<file path="src/hw/rtl/srzc_pkg.sv">
// Shared types and constants of the sonar range zone controller.
package srzc_pkg;

    localparam int SENSOR_COUNT_DEF = 16;
    localparam int CAPTURE_BITS_DEF = 16;

    localparam int TICKS_W    = 16;
    localparam int IDX_W      = 5;
    localparam int SENSOR_W   = 4;
    localparam int RANGE_W    = 14;
    localparam int CFG_IDX_W  = 1;

    localparam logic [RANGE_W-1:0] DANGER_RESET  = 14'd500;
    localparam logic [RANGE_W-1:0] WARNING_RESET = 14'd1000;

    // mm = floor((ticks*7 + 20) / 40) = floor(floor((ticks*7 + 20) / 8) / 5)
    localparam int ECHO_BIAS  = 20;
    localparam int DIV8_SHIFT = 3;
    localparam int DIV5_MUL_W = 16;
    localparam logic [DIV5_MUL_W-1:0] DIV5_MUL = 16'd52429;
    localparam int DIV5_SHIFT = 18;

    typedef enum logic [1:0] {
        REQ_PULSE = 2'd0,
        REQ_ECHO  = 2'd1,
        REQ_READ  = 2'd2
    } t_req;

    typedef enum logic [1:0] {
        ZONE_DANGER  = 2'd0,
        ZONE_WARNING = 2'd1,
        ZONE_CLEAR   = 2'd2,
        ZONE_NONE    = 2'd3
    } t_zone;

    typedef enum logic [CFG_IDX_W-1:0] {
        CFG_DANGER  = 1'd0,
        CFG_WARNING = 1'd1
    } t_cfg_reg;

endpackage

</file>
<file path="src/hw/rtl/srzc_req_if.sv">
// Request channel: valid/ready handshake with the request word.
interface srzc_req_if;
    logic                           valid;
    logic                           ready;
    logic [1:0]                     req_type;
    logic [srzc_pkg::IDX_W-1:0]     sensor_index;
    logic [srzc_pkg::TICKS_W-1:0]   capture_ticks;

    modport source (output valid, output req_type, output sensor_index,
                    output capture_ticks, input ready);
    modport sink   (input valid, input req_type, input sensor_index,
                    input capture_ticks, output ready);
endinterface

</file>
<file path="src/hw/rtl/srzc_res_if.sv">
// Result channel: valid/ready handshake with the result word.
interface srzc_res_if;
    logic                           valid;
    logic                           ready;
    logic                           accepted;
    logic [srzc_pkg::SENSOR_W-1:0]  sensor_out;
    logic [srzc_pkg::RANGE_W-1:0]   range_mm;
    logic                           range_valid;
    logic [1:0]                     zone;
    logic                           led_update;

    modport source (output valid, output accepted, output sensor_out, output range_mm,
                    output range_valid, output zone, output led_update, input ready);
    modport sink   (input valid, input accepted, input sensor_out, input range_mm,
                    input range_valid, input zone, input led_update, output ready);
endinterface

</file>
<file path="src/hw/rtl/sonar_range_zone_controller.sv">
// Sonar range zone controller: pulse, echo capture and read requests over one sensor bank.
// Each request word gives exactly one result word. A word passes an input register, then
// combinational logic (tick conversion by constant multiply, two threshold compares and one
// access to the per-sensor range store) into the result register, so a request is taken
// every cycle and its result word is presented from the clock edge after the one that took
// the request, unless the result side stalls.
// Only one sensor is in flight at a time: a pulse is refused while a sensor is busy, and
// an echo goes to the busy sensor, is classified against the danger and warning limits,
// stored, and frees the busy mark. Reads return the stored range and whether it was ever
// measured. The user writes limits via the configuration port only while idle; not enforced.
module sonar_range_zone_controller #(
    parameter int SENSOR_COUNT = srzc_pkg::SENSOR_COUNT_DEF,
    parameter int CAPTURE_BITS = srzc_pkg::CAPTURE_BITS_DEF
) (
    input  logic                             i_clk,
    input  logic                             i_rst_n,
    input  logic                             i_cfg_we,
    input  logic [srzc_pkg::CFG_IDX_W-1:0]   i_cfg_idx,
    input  logic [srzc_pkg::RANGE_W-1:0]     i_cfg_data,
    srzc_req_if.sink                         i_req,
    srzc_res_if.source                       o_res
);
    localparam int SEL_W = (SENSOR_COUNT > 1) ? $clog2(SENSOR_COUNT) : 1;

    // configuration
    logic [srzc_pkg::RANGE_W-1:0] r_danger_limit;
    logic [srzc_pkg::RANGE_W-1:0] r_warning_limit;

    // input register
    logic                          r_in_valid;
    logic [1:0]                    r_req_type;
    logic [srzc_pkg::IDX_W-1:0]    r_sensor_index;
    logic [srzc_pkg::TICKS_W-1:0]  r_capture_ticks;

    // sensor state
    logic                          r_busy;
    logic [SEL_W-1:0]              r_active;
    logic [SENSOR_COUNT-1:0]       r_known;
    logic [srzc_pkg::RANGE_W-1:0]  r_store [SENSOR_COUNT];

    // result register
    logic                          r_out_valid;
    logic                          r_accepted;
    logic [srzc_pkg::SENSOR_W-1:0] r_sensor_out;
    logic [srzc_pkg::RANGE_W-1:0]  r_range_mm;
    logic                          r_range_valid;
    srzc_pkg::t_zone               r_zone;
    logic                          r_led_update;

    logic                          n_accepted;
    logic [srzc_pkg::SENSOR_W-1:0] n_sensor_out;
    logic [srzc_pkg::RANGE_W-1:0]  n_range_mm;
    logic                          n_range_valid;
    srzc_pkg::t_zone               n_zone;
    logic                          n_led_update;

    logic                          in_take;
    logic                          advance;
    logic                          idx_ok;
    logic [SEL_W-1:0]              sel;
    logic [srzc_pkg::RANGE_W-1:0]  echo_mm;
    srzc_pkg::t_zone               echo_zone;
    logic                          start_pulse;
    logic                          finish_echo;

    assign advance     = r_in_valid && (!r_out_valid || o_res.ready);
    assign i_req.ready = !r_in_valid || advance;
    assign in_take     = i_req.valid && i_req.ready;

    always_ff @(posedge i_clk) begin
        if (!i_rst_n) begin
            r_danger_limit  <= srzc_pkg::DANGER_RESET;
            r_warning_limit <= srzc_pkg::WARNING_RESET;
        end else if (i_cfg_we) begin
            case (srzc_pkg::t_cfg_reg'(i_cfg_idx))
                srzc_pkg::CFG_DANGER:  r_danger_limit  <= i_cfg_data;
                srzc_pkg::CFG_WARNING: r_warning_limit <= i_cfg_data;
                default: ;
            endcase
        end
    end

    always_ff @(posedge i_clk) begin
        if (!i_rst_n) begin
            r_in_valid <= 1'b0;
        end else if (in_take) begin
            r_in_valid <= 1'b1;
        end else if (advance) begin
            r_in_valid <= 1'b0;
        end
    end

    always_ff @(posedge i_clk) begin
        if (in_take) begin
            r_req_type      <= i_req.req_type;
            r_sensor_index  <= i_req.sensor_index;
            r_capture_ticks <= i_req.capture_ticks;
        end
    end

    srzc_tick_conv #(
        .CAPTURE_BITS (CAPTURE_BITS)
    ) u_conv (
        .i_ticks (r_capture_ticks),
        .o_mm    (echo_mm)
    );

    assign idx_ok = r_sensor_index < srzc_pkg::IDX_W'(SENSOR_COUNT);
    assign sel    = r_sensor_index[SEL_W-1:0];

    always_comb begin
        if (echo_mm < r_danger_limit) begin
            echo_zone = srzc_pkg::ZONE_DANGER;
        end else if (echo_mm < r_warning_limit) begin
            echo_zone = srzc_pkg::ZONE_WARNING;
        end else begin
            echo_zone = srzc_pkg::ZONE_CLEAR;
        end
    end

    always_comb begin
        n_accepted    = 1'b0;
        n_sensor_out  = '0;
        n_range_mm    = '0;
        n_range_valid = 1'b0;
        n_zone        = srzc_pkg::ZONE_NONE;
        n_led_update  = 1'b0;
        start_pulse   = 1'b0;
        finish_echo   = 1'b0;
        case (srzc_pkg::t_req'(r_req_type))
            srzc_pkg::REQ_PULSE: begin
                n_sensor_out = r_sensor_index[srzc_pkg::SENSOR_W-1:0];
                if (idx_ok && !r_busy) begin
                    n_accepted  = 1'b1;
                    start_pulse = 1'b1;
                end
            end
            srzc_pkg::REQ_ECHO: begin
                n_range_mm = echo_mm;
                if (r_busy) begin
                    n_accepted    = 1'b1;
                    n_sensor_out  = srzc_pkg::SENSOR_W'(r_active);
                    n_range_valid = 1'b1;
                    n_zone        = echo_zone;
                    n_led_update  = 1'b1;
                    finish_echo   = 1'b1;
                end
            end
            srzc_pkg::REQ_READ: begin
                n_sensor_out = r_sensor_index[srzc_pkg::SENSOR_W-1:0];
                if (idx_ok) begin
                    n_accepted = 1'b1;
                    if (r_known[sel]) begin
                        n_range_mm    = r_store[sel];
                        n_range_valid = 1'b1;
                    end
                end
            end
            default: ;
        endcase
    end

    // sensor state moves only when the word leaves the input register
    always_ff @(posedge i_clk) begin
        if (!i_rst_n) begin
            r_busy   <= 1'b0;
            r_active <= '0;
            r_known  <= '0;
        end else if (advance) begin
            if (start_pulse) begin
                r_busy   <= 1'b1;
                r_active <= sel;
            end else if (finish_echo) begin
                r_busy            <= 1'b0;
                r_known[r_active] <= 1'b1;
            end
        end
    end

    always_ff @(posedge i_clk) begin
        if (advance && finish_echo) begin
            r_store[r_active] <= echo_mm;
        end
    end

    always_ff @(posedge i_clk) begin
        if (!i_rst_n) begin
            r_out_valid <= 1'b0;
        end else if (advance) begin
            r_out_valid <= 1'b1;
        end else if (o_res.ready) begin
            r_out_valid <= 1'b0;
        end
    end

    always_ff @(posedge i_clk) begin
        if (advance) begin
            r_accepted    <= n_accepted;
            r_sensor_out  <= n_sensor_out;
            r_range_mm    <= n_range_mm;
            r_range_valid <= n_range_valid;
            r_zone        <= n_zone;
            r_led_update  <= n_led_update;
        end
    end

    assign o_res.valid       = r_out_valid;
    assign o_res.accepted    = r_accepted;
    assign o_res.sensor_out  = r_sensor_out;
    assign o_res.range_mm    = r_range_mm;
    assign o_res.range_valid = r_range_valid;
    assign o_res.zone        = r_zone;
    assign o_res.led_update  = r_led_update;
endmodule

</file>
<file path="src/hw/rtl/srzc_tick_conv.sv">
// Echo timer ticks to millimetres: floor((ticks*7 + 20) / 40) without a divider.
module srzc_tick_conv #(
    parameter int CAPTURE_BITS = srzc_pkg::CAPTURE_BITS_DEF
) (
    input  logic [srzc_pkg::TICKS_W-1:0] i_ticks,
    output logic [srzc_pkg::RANGE_W-1:0] o_mm
);
    localparam int TICK_BITS = (CAPTURE_BITS < srzc_pkg::TICKS_W) ?
                               CAPTURE_BITS : srzc_pkg::TICKS_W;
    localparam int SUM_W  = TICK_BITS + 3;
    localparam int PROD_W = TICK_BITS + srzc_pkg::DIV5_MUL_W;

    logic [TICK_BITS-1:0] ticks;
    logic [SUM_W-1:0]     sum;
    logic [TICK_BITS-1:0] eighths;
    logic [PROD_W-1:0]    prod;

    assign ticks   = i_ticks[TICK_BITS-1:0];
    // ticks*7 as ticks*8 - ticks, plus the rounding bias
    assign sum     = (SUM_W'(ticks) << 3) - SUM_W'(ticks) + SUM_W'(srzc_pkg::ECHO_BIAS);
    assign eighths = sum[SUM_W-1:srzc_pkg::DIV8_SHIFT];
    // divide by 5 with the reciprocal; exact for 16-bit dividends
    assign prod    = PROD_W'(eighths) * PROD_W'(srzc_pkg::DIV5_MUL);
    assign o_mm    = srzc_pkg::RANGE_W'(prod[PROD_W-1:srzc_pkg::DIV5_SHIFT]);
endmodule

</file>
<file path="src/flat_wrapper.sv">
// flat-port wrapper written by rule: the top's interface ports become plain ports
module sonar_range_zone_controller_flat 
#(
    parameter int SENSOR_COUNT = srzc_pkg::SENSOR_COUNT_DEF,
    parameter int CAPTURE_BITS = srzc_pkg::CAPTURE_BITS_DEF
)
  (i_clk, i_rst_n, i_cfg_we, i_cfg_idx, i_cfg_data, i_req_valid, i_req_req_type, i_req_sensor_index, i_req_capture_ticks, i_req_ready, o_res_valid, o_res_accepted, o_res_sensor_out, o_res_range_mm, o_res_range_valid, o_res_zone, o_res_led_update, o_res_ready);
  srzc_req_if i_req_i ();
  srzc_res_if o_res_i ();
  input  logic i_clk;
  input  logic i_rst_n;
  input  logic i_cfg_we;
  input  logic [srzc_pkg::CFG_IDX_W-1:0] i_cfg_idx;
  input  logic [srzc_pkg::RANGE_W-1:0] i_cfg_data;
  input wire logic [$bits(i_req_i.valid)-1:0] i_req_valid;
  input wire logic [$bits(i_req_i.req_type)-1:0] i_req_req_type;
  input wire logic [$bits(i_req_i.sensor_index)-1:0] i_req_sensor_index;
  input wire logic [$bits(i_req_i.capture_ticks)-1:0] i_req_capture_ticks;
  output wire logic [$bits(i_req_i.ready)-1:0] i_req_ready;
  output wire logic [$bits(o_res_i.valid)-1:0] o_res_valid;
  output wire logic [$bits(o_res_i.accepted)-1:0] o_res_accepted;
  output wire logic [$bits(o_res_i.sensor_out)-1:0] o_res_sensor_out;
  output wire logic [$bits(o_res_i.range_mm)-1:0] o_res_range_mm;
  output wire logic [$bits(o_res_i.range_valid)-1:0] o_res_range_valid;
  output wire logic [$bits(o_res_i.zone)-1:0] o_res_zone;
  output wire logic [$bits(o_res_i.led_update)-1:0] o_res_led_update;
  input wire logic [$bits(o_res_i.ready)-1:0] o_res_ready;
  assign i_req_i.valid = i_req_valid;
  assign i_req_i.req_type = i_req_req_type;
  assign i_req_i.sensor_index = i_req_sensor_index;
  assign i_req_i.capture_ticks = i_req_capture_ticks;
  assign i_req_ready = i_req_i.ready;
  assign o_res_valid = o_res_i.valid;
  assign o_res_accepted = o_res_i.accepted;
  assign o_res_sensor_out = o_res_i.sensor_out;
  assign o_res_range_mm = o_res_i.range_mm;
  assign o_res_range_valid = o_res_i.range_valid;
  assign o_res_zone = o_res_i.zone;
  assign o_res_led_update = o_res_i.led_update;
  assign o_res_i.ready = o_res_ready;
  sonar_range_zone_controller #(.SENSOR_COUNT(SENSOR_COUNT), .CAPTURE_BITS(CAPTURE_BITS)) u_core (.i_clk(i_clk), .i_rst_n(i_rst_n), .i_cfg_we(i_cfg_we), .i_cfg_idx(i_cfg_idx), .i_cfg_data(i_cfg_data), .i_req(i_req_i), .o_res(o_res_i));
endmodule
</file>
<file path="config.mk">
export PLATFORM = sky130hd
export DESIGN_NAME = sonar_range_zone_controller_flat
export DESIGN_NICKNAME = d
export VERILOG_FILES = /design/src/hw/rtl/srzc_pkg.sv /design/src/hw/rtl/srzc_req_if.sv /design/src/hw/rtl/srzc_res_if.sv /design/src/hw/rtl/sonar_range_zone_controller.sv /design/src/hw/rtl/srzc_tick_conv.sv /design/src/flat_wrapper.sv
export SDC_FILE = /design/constraint.sdc
export NUM_CORES = 1
export LEC_CHECK = 0
export BUFFER_PORTS_ARGS = -buffer_cell sky130_fd_sc_hd__buf_2
export CAP_MARGIN = 15
export CORE_UTILIZATION = 60
export DETAILED_ROUTE_END_ITERATION = 8
export PLACE_DENSITY = 0.81
export SYNTH_ARGS = -nofsm -noshare
export SYNTH_HDL_FRONTEND = slang
export SYNTH_SLANG_ARGS = --single-unit
</file>
<file path="constraint.sdc">
create_clock -name i_clk -period 12.7 [get_ports i_clk]
set_input_delay 2.54 -clock i_clk [delete_from_list [all_inputs] [get_ports i_clk]]
set_output_delay 2.54 -clock i_clk [all_outputs]
set_load 0.1 [all_outputs]
</file>
# Yosys cells after proc, flatten, opt, wreduce, memory -nomap -nowiden
# Memories as Yosys holds them, arrays and structs flattened. A register that Yosys moved wholly into a read port is not among the register bits.
# Index checks and enable logic that the tools add are counted.
# op_classes
addsub	2
mul	1
div	0
magnitude_cmp	6
n_eq_ne	2
n_shift	0
mux	29
bitwise_logic	3
n_reduce_logical	21
# ops
cell	count
multiplier 16 x 16 -> 32 bit (second input constant)	1
< comparator 14 bit	2
two-way mux 14 bit	2
case mux 14 bit (2 select lines)	1
adder 19 x 5 -> 19 bit (second input constant)	1
subtractor 19 x 16 -> 19 bit	1
two-way mux 1 bit	17
OR 16 bit	1
< comparator 4 x 5 -> 1 bit (second input constant)	2
AND reduction 2 bit	5
two-way mux 4 bit	2
case mux 4 bit (2 select lines)	1
nonzero test 2 bit	3
logical AND 1 bit	5
< comparator 5 bit (second input constant)	1
binary-select mux 1 bit (select 4 bit)	1
demux 1 bit (select 4 bit)	1
>= comparator 4 x 1 -> 1 bit (second input constant)	1
two-way mux 2 bit	2
logical NOT 1 bit	3
case mux 1 bit (3 select lines)	1
AND reduction 3 bit	1
== test 2 x 1 -> 1 bit (second input constant)	1
== test 2 bit (second input constant)	1
other kinds (5)	7
# word_totals
register_bits	97
latchBits	0
ramBits	224
romBits	0
out_inout_bits	25
word_cells	81
memories	1
# memory_table
name	depth	width	read_ports	rd_ports_with_merged_regs	write_ports	line_no	source
u_core.r_store	16	14	1	1	1	sonar_range_zone_controller.sv:39	logic [srzc_pkg::RANGE_W-1:0] r_store [SENSOR_COUNT];

# Logic depth before layout (Yosys ltp)
# Gate-level depths: netlist of the first run.
# depth
depth_word	6
mapped_depth	40
ltp_nobuf	39

# Cells and area by module
# From an unflattened synthesis of the first run, not the netlist that was laid out.
# unflattened
hier_cells	1383
hier_area_um2	18675.4
# modules_own_cells
module	n_inst	cells_per_inst	area_per_inst_um2
sonar_range_zone_controller	1	767	13028.7
srzc_tick_conv	1	616	5646.7

# Least setup slack after synthesis of the first run
# Ideal clock, no wire load.
# synth_path
kind	flip-flop to flip-flop
start	reg u_core.r_capture_ticks[0] (netlist name)
end	reg u_core.r_zone[1], in the netlist u_core.o_res.zone[1], data pin
t_arrival_ns	8.877
required_ns	12.444
path_slack_ns	3.567
stages_incl_launch_ff	39
path_buffers	1
synth_period_minus_slack_ns	9.133
path_cell_list	edfxtp_1 > ha_1 > ha_1 > or3_1 > o221a_2 > a221oi_2 > o21ai_1 > a41oi_2 > o21bai_1 > a21oi_2 > xnor2_1 > ha_1 > ha_1 > inv_1 > fa_1 > inv_1 > fa_1 > fa_1 > [3 not listed] > ha_1 > clkbuf_1 > o21ai_0 > o21a_1 > a22oi_1 > o2111ai_1 > nand3_1 > nand2_1 > xnor2_1 > ha_1 > a21o_1 > a21o_1 > a21o_1 > a21o_1 > a21o_1 > a31oi_1 > o41ai_2 > o22a_1
# synth_via
elab_chain_cells	6
# synth_rtl
element	line_no	source
start: declaration	sonar_range_zone_controller.sv:33	logic [srzc_pkg::TICKS_W-1:0] r_capture_ticks;
start signal: assignment	sonar_range_zone_controller.sv:97	r_capture_ticks <= i_req.capture_ticks;
subtractor 19 x 16 -> 19 bit (*)	srzc_tick_conv.sv:20	assign sum = (SUM_W'(ticks) << 3) - SUM_W'(ticks) + SUM_W'(srzc_pkg::ECHO_BIAS);
adder 19 x 5 -> 19 bit (*)	srzc_tick_conv.sv:20	
multiplier 16 x 16 -> 32 bit (*)	srzc_tick_conv.sv:23	assign prod = PROD_W'(eighths) * PROD_W'(srzc_pkg::DIV5_MUL);
net u_core.echo_mm, one bit	sonar_range_zone_controller.sv:61	logic [srzc_pkg::RANGE_W-1:0] echo_mm;
< comparator 14 bit	sonar_range_zone_controller.sv:114	end else if (echo_mm < r_warning_limit) begin
two-way mux 2 bit	sonar_range_zone_controller.sv:114	
two-way mux 2 bit (*)	sonar_range_zone_controller.sv:112	if (echo_mm < r_danger_limit) begin
end signal: assignment	sonar_range_zone_controller.sv:202	r_zone <= n_zone;
end: declaration	sonar_range_zone_controller.sv:47	srzc_pkg::t_zone r_zone;
# The timed path passes the listed nets; every way through them passes the cells marked *.
# A chain may end at the register's enable or synchronous reset.

# Worst setup path after layout of the first run
# layout_path
start	reg u_core.r_capture_ticks[0] (netlist name)
end	reg u_core.r_zone[0], in the netlist u_core.o_res.zone[0], data pin
# The elaborated chain is that of the path after synthesis.

==> Flow_metrics.wiki, run 1 <==
{| class="wikitable"
! Metric !! Value
|-
| Wire per inst || around 23 µm
|-
| Proportion of synthesized flip-flops having asynchronous set or reset || 0%
|-
| Largest cells by area after synthesis || edfxtp_1, ha_1, mux4_2
|-
| Number of nets with antenna violations after detailed routing || 0
|-
| Total GRT Usage || 27.56%
|-
| TritonCTS clock tree || yes
|-
| Maximum frequency from static timing analysis || around 100 MHz
|-
| Met3 Usage GRT || 3.556%
|-
| Cell at the root of the clock tree || clkbuf_16
|-
| Half-perimeter wire length of the detailed placement result || ~29000 µm
|-
| Worst reg2reg path depth || 34
|-
| Highest-delay cell along the critical path || fa_1
|-
| Path class of the lowest-slack min-delay path || flip-flop to flip-flop
|-
| Result of the run || complete, no violations
|-
| Post-CTS Hold Buffers || 0
|-
| Area of the die || around 32000 µm²
|-
| Tightest Pin Transition || ~1.1 ns
|-
| Peak fanout along the critical path || 17
|-
| DRT Wirelength || ~42000 µm
|-
| Hold slack final || ~0.47 ns
|-
| Max incr delay on CP || roughly 0.55 ns
|-
| Ratio of cells with drive above 1 in the final layout || approximately 18%
|-
| End of the worst hold path || u_core.r_warning_limit[4]$_SDFFE_PN0P_
|-
| Largest area contributor in the synthesized netlist || edfxtp_1
|-
| Number of antenna violations at the first check in global routing || 1
|-
| Setup repair after global routing missed its margin || no
|-
| Post-Syn Nets || around 1600
|-
| Worst R2R Setup Slack || just over 3 ns
|-
| Die extent in x || ~180 µm
|-
| Die Y-Extent || between 150 and 200 µm
|-
| Starting density of the core || between 60% and 70%
|-
| Utilization after layout || around 69%
|-
| Max-cap violation count || 0
|-
| Most used routing layer in global routing || met2
|-
| Hold path start || u_core.r_warning_limit[4]$_SDFFE_PN0P_
|-
| TritonCTS buffer count || 31
|-
| Family with the most delay on the worst path || adder cells
|-
| Number of nets in the layout || around 1700
|-
| M1 GR Usage || between 30% and 40%
|-
| Post-cts gate resize count || 0
|-
| Max clock buf depth || 3
|-
| Worst Setup Path Type || flip-flop to flip-flop
|-
| Fin crit period || approximately 9.7 ns
|-
| Num ports || between 60 and 70
|-
| DRC errors left || 0
|-
| Tightest slew margin relative to the limit || between 20% and 30%
|-
| Critical Path End Type || flip-flop
|-
| Yosys top cell area share || a little over two fifths
|-
| Number of setup violations in the final report || 0
|-
| Clock latency of the later-clocked register in the worst-skew pair || between 0.5 and 0.6 ns
|-
| Initial DRC Count || just under 800
|-
| Data arrival time of the critical path || slightly above 10 ns
|-
| Setup TNS || 0 ns
|-
| Crit start category || flip-flop
|-
| Average size of a mapped cell || ~14 µm²
|-
| Reg-to-reg critical path startpoint || u_core.r_capture_ticks[0]$_DFFE_PP_
|-
| Number of buffers and inverters on the critical path || 5
|-
| Instance count of the mapped netlist || 1306
|-
| Worst EP required || approximately 13 ns
|-
| Core Region || around 30000 µm²
|-
| Last weighted congestion value of the routability-driven placer || approximately 0.9
|-
| Number of synthesized flops with an enable pin || 270
|-
| CTS clock-pin slew for the worst setup and hold paths || 0.07 ns
|-
| Number of distinct library cell variants in the gate-level netlist after synthesis || 72
|-
| H-tree depth || 1
|-
| Total number of placement rows || 63
|-
| DR pass1 iterations || 5
|-
| Period Utilization, post-route || approximately three quarters
|-
| Post-Syn Area || around 18000 µm²
|-
| Number of global-route vias before repair || 11480
|-
| Warnings, synthesis || 0
|-
| Cell depth of the worst hold path || 2
|-
| Wire length of the first global-routing pass || 64450 µm
|-
| Clock skew after layout || around 0.019 ns
|-
| Number of failing hold endpoints at the final stage || 0
|-
| Endpoint of the most critical register-to-register path || u_core.o_res.zone[0]$_SDFFCE_PN1P_
|-
| Count of buffers added by post-CTS timing repair for setup || 0
|-
| Routed via count || 11070
|-
| Synth Register Bits || approximately 330
|-
| Number of slew-limit violations in the final report || 0
|-
| Most common flop cell mapped by yosys || edfxtp_1
|-
| Layout overhead on the synthesized area || 11.42%
|-
| Number of input and output port buffers inserted || 67
|-
| Clock Sinks || about 330
|-
| Routed vias/inst || 6.080
|-
| Largest net degree at the start of global routing || between 50 and 60
|-
| Register area share after synthesis || approximately 50%
|-
| Grt ovf || 0
|-
| Met2 GRT Util || 48.23%
|}
## sequential cells by signal, summed over array words and instances, names as in the netlist, 2 cells and up, named ones only
| name | cells |
|---|---|
| u_core.o_res.zone | 2 |
| u_core.r_sensor_index | 5 |
| u_core.r_danger_limit | 14 |
| u_core.o_res.range_mm | 14 |
| u_core.r_warning_limit | 14 |
| u_core.r_req_type | 2 |
| u_core.r_capture_ticks | 16 |
| u_core.r_store | 224 |
| u_core.r_active | 4 |
| u_core.o_res.sensor_out | 4 |
| u_core.r_known | 16 |
## routing by layer
| metal | share of wire, % | wire length [µm] |
|---|---|---|
| met1 | 39 | 16250 |
| met2 | 51 | 21360 |
| met3 | 7.1 | 2976 |
| met4 | 3.1 | 1305 |
| met5 | 0 | 0 |
## placed cells by master (no fill, tap or decap), types with 10 or more instances in the layout
cell / count
a32o_1: 10
buf_2: 67
nor2_1: 30
o21a_1: 24
ha_1: 190
o211ai_1: 14
dfxtp_1: 53
inv_1: 194
edfxtp_1: 270
nor2b_1: 12
clkbuf_16: 31
mux4_2: 74
nor3_1: 10
buf_4: 34
nand2_1: 67
a21o_1: 24
fa_1: 76
a21boi_0: 18
xnor2_1: 27
a21oi_1: 24
xor2_1: 19
## worst max-delay path by stage
stage                                             start                                  to  slack (ns)  cells after the start
global placement    u_core.r_capture_ticks[0]$_DFFE_PP_  u_core.o_res.zone[1]$_SDFFCE_PN1P_        2.93                     35
CTS                 u_core.r_capture_ticks[0]$_DFFE_PP_  u_core.o_res.zone[1]$_SDFFCE_PN1P_        2.44                     35
floorplan           u_core.r_capture_ticks[0]$_DFFE_PP_  u_core.o_res.zone[1]$_SDFFCE_PN1P_        3.57                     38
detailed placement  u_core.r_capture_ticks[0]$_DFFE_PP_  u_core.o_res.zone[1]$_SDFFCE_PN1P_        2.49                     36
finish              u_core.r_capture_ticks[0]$_DFFE_PP_  u_core.o_res.zone[0]$_SDFFCE_PN1P_        3.04                     34
global route        u_core.r_capture_ticks[0]$_DFFE_PP_  u_core.o_res.zone[0]$_SDFFCE_PN1P_        2.43                     35
## metrics by stage
| stage | std cells | instance area, µm² | setup slack (ns) |
|---|---|---|---|
| finish | 1821 | 20600 | 3.038 |
| global route | 1820 | 20600 | 2.431 |
| CTS | 1819 | 20590 | 2.442 |
| detailed placement | 1761 | 19440 | 2.487 |
| global placement | 1761 | 19440 | 2.935 |
| floorplan | 1306 | 18490 | 3.567 |
## worst reg2reg max path, delay by kind of cell (launching register included)
family                   cells  cell delay [ns]
AO/OA/AOI/OAI               13             2.94
flip-flops                   1             0.44
adder cells (fa/ha/maj)     10             4.23
XOR/XNOR                     2             0.65
AND/OR/NAND/NOR              4             0.82
buffers and inverters        5             0.44
## synth_stat cells (3+ instances only)
cell        n
a211o_1     4
mux4_2     74
mux2_2      4
nand2_1    67
a211oi_1    4
nor3_1     14
and3_1      6
o21bai_1    6
a32o_1     10
a21o_1     24
a21oi_1    24
ha_1      190
a31oi_1     5
nor2b_1    13
and4_1      5
nand3_1     9
inv_1     194
a22oi_1     7
buf_6       3
or3_1       4
xnor2_1    27
o211ai_1   14
fa_1       76
edfxtp_1  270
mux2i_1     6
o21ai_1     6
clkbuf_1   24
buf_2       6
nor2_1     30
xor2_1     19
nand2b_1    3
o21a_1     24
o21ai_0     5
and2_1      7
nand4_1     8
dfxtp_1    55
a21boi_0   18
## final cells by class
cell class	count	area, µm²
antenna	1	2.502
clock buffer	34	787.0
clock inverter	24	364.1
fill	2007	9353
inverter	195	732.0
multi-input combinational	751	8423
sequential	325	9214
tap	390	488.0
timing repair buffer	101	590.6
## kinds of logic (layout without fill, tap and decap cells)
logic type | count (synthesis) | count (layout) | synth area share (%)
AO/OA/AOI/OAI | 172 | 172 | 7.308
XOR/XNOR | 48 | 48 | 2.355
adder cells (fa/ha/maj) | 266 | 266 | 21.09
buffers and inverters | 230 | 354 | 4.832
flip-flops | 325 | 325 | 49.80
multiplexers | 85 | 85 | 9.724
other | 0 | 1 | 0
AND/OR/NAND/NOR | 180 | 180 | 4.892
Power of run 1 is not shown: default switching activity piles up to over one toggle a cycle in this logic, so the estimate is an artifact.
==> run 2, diff against run 1 <==
Clock period 12.7 ns to 9.25 ns, I/O delays scaled along.
==> run 2 against run 1 <==
Critical path type unchanged. Sequential share of layout area fell by 0.85 points. Highest routed layer unchanged. Core utilization up 1.3 points. Final cell count grew 1.9%. Critical path depth grew 4. Cell area up 2.0%.
==> Flow_metrics.wiki, run 2 (synthesized netlist as in run 1, its figures left out) <==
{| class="wikitable"
! Metric !! Value
|-
| Cell at the root of the clock tree || clkbuf_16
|-
| Most used cells in the layout excluding fill and tap cells || edfxtp_1, inv_1, ha_1
|-
| Initial DRC Count || 968 (+24%)
|-
| Total GRT Usage || 27.56% (about the same)
|-
| Critical Path End Type || flip-flop
|-
| Worst R2R Setup Slack || 0.20 ns (-2.84 ns)
|-
| Number of flip-flops in the largest register || 224 (unchanged)
|-
| Peak fanout along the critical path || 4 (-13)
|-
| Ratio of cells with drive above 1 in the final layout || 22.59% (+5.0 points)
|-
| Most common cell after layout, fill and taps aside || edfxtp_1
|-
| Clock latency of the later-clocked register in the worst-skew pair || 0.58 ns (about the same)
|-
| Number of input and output port buffers inserted || 67 (unchanged)
|-
| Number of failing hold endpoints at the final stage || 0 (unchanged)
|-
| Clock Sinks || 325 (unchanged)
|-
| Fill cell total of the finished layout || 1961 (-2.3%)
|-
| Hold slack final || 0.4658 ns (-0.002755 ns)
|-
| TritonCTS clock tree || yes
|-
| Crit start category || flip-flop
|-
| Fin crit period || 9.048 ns (-0.6146 ns)
|-
| CTS clock-pin slew for the worst setup and hold paths || 0.06 ns (about the same)
|-
| Largest net degree at the start of global routing || 57 (unchanged)
|-
| Max-cap violation count || 0 (unchanged)
|-
| Max incr delay on CP || 0.55 ns (about the same)
|-
| Starting density of the core || 61.73% (unchanged)
|-
| Worst EP required || 9.58 ns (-3.54 ns)
|-
| Last weighted congestion value of the routability-driven placer || 0.9122 (+0.15%)
|-
| Grt ovf || 0 (unchanged)
|-
| Die Y-Extent || 177.5 µm (unchanged)
|-
| Num ports || 68 (unchanged)
|-
| Tightest slew margin relative to the limit || 30.22% (+5.1 points)
|-
| Area of the die || 31520 µm² (unchanged)
|-
| Period Utilization, post-route || 97.81% (+22 points)
|-
| # diodes || 0 (-1)
|-
| Setup TNS || 0 ns (unchanged)
|-
| Area occupied by multi-input gates || 8728 µm² (+3.6%)
|-
| Data arrival time of the critical path || 9.38 ns (-0.71 ns)
|-
| Maximum frequency from static timing analysis || 110.5 MHz (+6.8%)
|-
| Die extent in x || 177.5 µm (unchanged)
|-
| TritonCTS buffer count || 31 (unchanged)
|-
| Number of nets with antenna violations after detailed routing || 0 (unchanged)
|-
| Storage cell area || 9216 µm² (about the same)
|-
| Hold path start || u_core.r_known[3]$_SDFFE_PN0P_
|-
| Wire per inst || 23.15 µm (+0.60%)
|-
| Number of nets in the layout || 1749 (+2.0%)
|-
| End of the worst hold path || u_core.r_known[3]$_SDFFE_PN0P_
|-
| Top reg by flops || u_core.r_store
|-
| Wire length of the first global-routing pass || 64590 µm (+0.22%)
|-
| Cell depth of the worst hold path || 1 (-1)
|-
| DRC errors left || 0 (unchanged)
|-
| Routed vias/inst || 6.063 (-0.28%)
|-
| Number of antenna violations at the first check in global routing || 1 (unchanged)
|-
| Number of slew-limit violations in the final report || 0 (unchanged)
|-
| Post-CTS Hold Buffers || 0 (unchanged)
|-
| Max clock buf depth || 3 (unchanged)
|-
| Clock skew after layout || 0.02380 ns (+0.004515 ns)
|-
| Path class of the lowest-slack min-delay path || flip-flop to flip-flop
|-
| Worst reg2reg path depth || 38 (+12%)
|-
| Routed via count || 11250 (+1.6%)
|-
| DRT Wirelength || 42930 µm (+2.5%)
|-
| Reg-to-reg critical path startpoint || u_core.r_capture_ticks[3]$_DFFE_PP_
|-
| Number of setup violations in the final report || 0 (unchanged)
|-
| Half-perimeter wire length of the detailed placement result || 29390 µm (+2.5%)
|-
| Result of the run || complete, no violations
|-
| Worst Setup Path Type || flip-flop to flip-flop
|-
| Largest registers || u_core.r_store x224, u_core.r_capture_ticks x16, u_core.r_known x16
|-
| Layout overhead on the synthesized area || 13.60%
|-
| DR pass1 iterations || 5 (unchanged)
|-
| Highest-delay cell along the critical path || fa_1
|-
| Endpoint of the most critical register-to-register path || u_core.o_res.zone[1]$_SDFFCE_PN1P_
|-
| Number of global-route vias before repair || 11610 (+1.1%)
|-
| Tightest Pin Transition || 1.043 ns (-0.07516 ns)
|-
| Total number of placement rows || 63 (unchanged)
|-
| H-tree depth || 1 (unchanged)
|-
| Core Region || 29950 µm² (unchanged)
|}
run 2: cell types whose count changed in the layout (fill, tap and decap cells not counted), sizes merged, moves of 2 or more:
cell      before  now
buf          101  136
clkinv        14   11
clkbuf        34   42
bufinv         9    1
clkinvlp       1    3
run 2: timing repair:
| action | 4_1_cts | 5_1_grt |
|---|---|---|
| buffers inserted | 0 | 23 |
| gates resized for setup | 9 | 45 |
| pin swaps | 0 | 37 |
| endpoints found under the setup margin | 1 | 2 |
run 2: worst max-delay path by stage:
stage | startpoint | endpoint | slack [ns]
2_1_floorplan | u_core.r_capture_ticks[0]$_DFFE_PP_ | u_core.o_res.zone[1]$_SDFFCE_PN1P_ | 0.12
3_3_place_gp | u_core.r_capture_ticks[0]$_DFFE_PP_ | u_core.o_res.zone[1]$_SDFFCE_PN1P_ | 0.14
3_5_place_dp | u_core.r_capture_ticks[0]$_DFFE_PP_ | u_core.o_res.zone[1]$_SDFFCE_PN1P_ | -0.09
4_1_cts | u_core.r_capture_ticks[0]$_DFFE_PP_ | u_core.o_res.zone[1]$_SDFFCE_PN1P_ | 0.01
5_1_grt | u_core.r_capture_ticks[0]$_DFFE_PP_ | u_core.o_res.zone[1]$_SDFFCE_PN1P_ | -0.19
6_report | u_core.r_capture_ticks[3]$_DFFE_PP_ | u_core.o_res.zone[1]$_SDFFCE_PN1P_ | 0.20
run 2: cell type report:
type	count	share of cell area [%]
Tap cell	390	2.323
Multi-Input combinational cell	751	41.55
Timing Repair Buffer	136	4.062
Clock buffer	42	4.086
Clock inverter	16	0.6135
Sequential cell	325	43.88
Inverter	195	3.485
run 2: layer usage:
layer	track usage, %	part of all wire, %	vias to the layer above
met4	8.191	2.7	0
met1	34.84	39	5676
met2	49.58	52	441
met5	0	0	-
met3	3.299	6.3	85
li1	-	-	5044
run 2: worst max-delay path: cells and delay by family, from the launching register on:
| kind | cells | cell delay (ns) |
|---|---|---|
| AO/OA/AOI/OAI | 15 | 3.07 |
| buffers and inverters | 5 | 0.52 |
| adder cells (fa/ha/maj) | 10 | 3.67 |
| AND/OR/NAND/NOR | 6 | 0.70 |
| XOR/XNOR | 2 | 0.46 |
| flip-flops | 1 | 0.41 |
run 2: stage by stage:
stage          setup slack [ns]  instance area, µm²  std cells  utilization (%)
2_1_floorplan            0.1170               18490       1306                -
3_3_place_gp             0.1415               19540       1774            65.23
3_5_place_dp           -0.08541               19540       1774            65.23
4_1_cts                 0.01418               20580       1832            68.70
5_1_grt                 -0.1922               21010       1855            70.13
6_report                 0.2024               21010       1855            70.13
Power of run 2 is left out for the same reason.
==> run 3, diff against run 2 <==
Settings changed: CORE_ASPECT_RATIO set to 0.5, HOLD_SLACK_MARGIN set to 0.03.
==> run 3 against run 2 <==
Global-route usage fell by 0.18 points. Via count rose by 0.28%. Flip-flop and latch count did not move. Maximum frequency fell by 0.31%. Count of clock-buffer cells in the layout fell by 9. Sequential share of layout area fell by 0.31 points. Register-to-register slack got worse by 0.03 ns. Critical endpoint unchanged. Largest cell class unchanged.
==> Flow_metrics.wiki, run 3 (synthesized netlist as in run 1, its figures left out) <==
{| class="wikitable"
! Metric !! Value
|-
| Number of antenna violations at the first check in global routing || 0 (-1)
|-
| Area of the die || 31570 µm² (+0.14%)
|-
| Reg-to-reg critical path startpoint || u_core.r_capture_ticks[3]$_DFFE_PP_
|-
| Peak fanout along the critical path || 4 (unchanged)
|-
| Cell at the root of the clock tree || clkbuf_16
|-
| Final WS setup || 0.1744 ns (-0.02799 ns)
|-
| Fin crit period || 9.076 ns (+0.02799 ns)
|-
| Crit start category || flip-flop
|-
| Ratio of cells with drive above 1 in the final layout || 23.29% (+0.69 points)
|-
| Routed via count || 11280 (+0.28%)
|-
| Number of global-route vias before repair || 11610 (-0.026%)
|-
| Last element of the critical path || u_core.o_res.zone[1]$_SDFFCE_PN1P_
|-
| Half-perimeter wire length of the detailed placement result || 28880 µm (-1.7%)
|-
| Die Y-Extent || 126.1 µm (-29%)
|-
| # diodes || 0 (unchanged)
|-
| Top reg by flops || u_core.r_store
|-
| Worst EP required || 9.58 ns (about the same)
|-
| Tightest Pin Transition || 1.153 ns (+0.1098 ns)
|-
| Utilization after layout || 69.81% (-0.32 points)
|-
| Clock Sinks || 325 (unchanged)
|-
| Clock skew after layout || 0.01497 ns (-0.008831 ns)
|-
| Number of slew-limit violations in the final report || 0 (unchanged)
|-
| Worst reg2reg path depth || 39 (+2.6%)
|-
| Wire length of the first global-routing pass || 65330 µm (+1.1%)
|-
| Wire per inst || 23.37 µm (+0.97%)
|-
| Core Region || 30290 µm² (+1.1%)
|-
| Non-filler instance count after layout || 1859 (+0.22%)
|-
| Number of failing hold endpoints at the final stage || 0 (unchanged)
|-
| DRC errors left || 0 (unchanged)
|-
| Most common cell after layout, fill and taps aside || edfxtp_1
|-
| Data arrival time of the critical path || 9.40 ns (+0.02 ns)
|-
| TritonCTS buffer count || 28 (-9.7%)
|-
| Critical Path End Type || flip-flop
|-
| Result of the run || complete, no violations
|-
| Number of flip-flops in the largest register || 224 (unchanged)
|-
| Total number of placement rows || 45 (-29%)
|-
| Max clock buf depth || 3 (unchanged)
|-
| Largest net degree at the start of global routing || 57 (unchanged)
|-
| Total GRT Usage || 27.38% (-0.18 points)
|-
| Initial DRC Count || 971 (+0.31%)
|-
| Grt ovf || 0 (unchanged)
|-
| TritonCTS clock tree || yes
|-
| H-tree depth || 1 (unchanged)
|-
| Pre-CTS worst setup slack || -0.1985 ns (-0.1131 ns)
|-
| Routed vias/inst || 6.066 (about the same)
|-
| Post-CTS Hold Buffers || 0 (unchanged)
|-
| Path class of the lowest-slack min-delay path || flip-flop to flip-flop
|-
| Placed Cells || 1779 (+0.28%)
|-
| Last weighted congestion value of the routability-driven placer || 0.9089 (-0.36%)
|-
| CTS clock-pin slew for the worst setup and hold paths || 0.07 ns (about the same)
|-
| Max incr delay on CP || 0.55 ns (about the same)
|-
| Number of setup violations in the final report || 0 (unchanged)
|-
| Starting density of the core || 61.04% (-0.69 points)
|-
| Most used cells in the layout excluding fill and tap cells || edfxtp_1, inv_1, ha_1
|-
| DR pass1 iterations || 5 (unchanged)
|-
| Max-cap violation count || 0 (unchanged)
|-
| Clock latency of the later-clocked register in the worst-skew pair || 0.57 ns (about the same)
|-
| Die extent in x || 250.3 µm (+41%)
|-
| Number of input and output port buffers inserted || 67 (unchanged)
|-
| Num ports || 68 (unchanged)
|-
| Largest registers || u_core.r_store x224, u_core.r_capture_ticks x16, u_core.r_known x16
|-
| DRT Wirelength || 43440 µm (+1.2%)
|-
| Number of nets in the layout || 1747 (-0.11%)
|-
| Number of nets with antenna violations after detailed routing || 0 (unchanged)
|-
| Highest-delay cell along the critical path || fa_1
|-
| Tightest slew margin relative to the limit || 22.88% (-7.3 points)
|-
| Critical path origin || u_core.r_capture_ticks[3]$_DFFE_PP_
|-
| Worst R2R Setup Slack || 0.17 ns (-0.03 ns)
|-
| Period Utilization, post-route || 98.11% (+0.30 points)
|-
| Layout overhead on the synthesized area || 14.37%
|-
| Worst Setup Path Type || flip-flop to flip-flop
|-
| Maximum frequency from static timing analysis || 110.2 MHz (-0.31%)
|-
| Endpoint of the most critical register-to-register path || u_core.o_res.zone[1]$_SDFFCE_PN1P_
|}
[run 3: worst min-delay path by stage]
stage                                              to  slack, ns  cells past startpoint                                    from
3_5_place_dp          u_core.r_known[14]$_SDFFE_PN0P_       0.45                      1         u_core.r_known[14]$_SDFFE_PN0P_
3_3_place_gp           u_core.r_known[4]$_SDFFE_PN0P_       0.44                      1          u_core.r_known[4]$_SDFFE_PN0P_
4_1_cts               u_core.r_known[14]$_SDFFE_PN0P_       0.47                      1         u_core.r_known[14]$_SDFFE_PN0P_
5_1_grt        u_core.r_warning_limit[2]$_SDFFE_PN0P_       0.49                      2  u_core.r_warning_limit[2]$_SDFFE_PN0P_
2_1_floorplan          u_core.r_known[5]$_SDFFE_PN0P_       0.43                      1          u_core.r_known[5]$_SDFFE_PN0P_
6_report       u_core.r_warning_limit[2]$_SDFFE_PN0P_       0.47                      2  u_core.r_warning_limit[2]$_SDFFE_PN0P_
[run 3: critical path: cells and delay by family (launching register included)]
kind	cells	cell delay, ns
compound gates	14	3.01
xor+xnor	2	0.36
fa+ha+maj	10	3.63
buf+inv	7	0.63
flops	1	0.41
simple gates	6	0.79
[run 3: area by class of cell]
type,instances,area (µm²)
flip-flops and latches,325,9214
fillers,2006,9145
multi-input cells,751,8846
repair buffers,137,877.1
clock buffers,33,780.7
inverters,195,732.0
well taps,399,499.2
clock inverters,19,197.7
[run 3: timing repair]
action | 4_1_cts | 5_1_grt
hold endpoints to repair | 0 | 0
pin swaps | 2 | 38
buffers inserted | 2 | 26
resized for setup | 5 | 60
endpoints found under the setup margin | 2 | 2
[run 3: per-layer routing]
metal | wire length, µm | vias up | global-route usage (%)
li1 | - | 5042 | -
met1 | 17490 | 5684 | 36.12
met2 | 21930 | 463 | 47.55
met3 | 2804 | 88 | 4.237
met4 | 1221 | 0 | 7.795
met5 | 0 | - | 0
[run 3: stage by stage]
step | hold slack, ns | TNS (ns) | instance area (µm²)
global placement | 0.4408 | 0 | 19520
global route | 0.4947 | -0.2344 | 21150
finish | 0.4670 | 0 | 21150
floorplan | 0.4324 | 0 | 18490
detailed placement | 0.4531 | -0.3599 | 19530
CTS | 0.4685 | 0 | 20550
Power of run 3 is left out for the same reason.
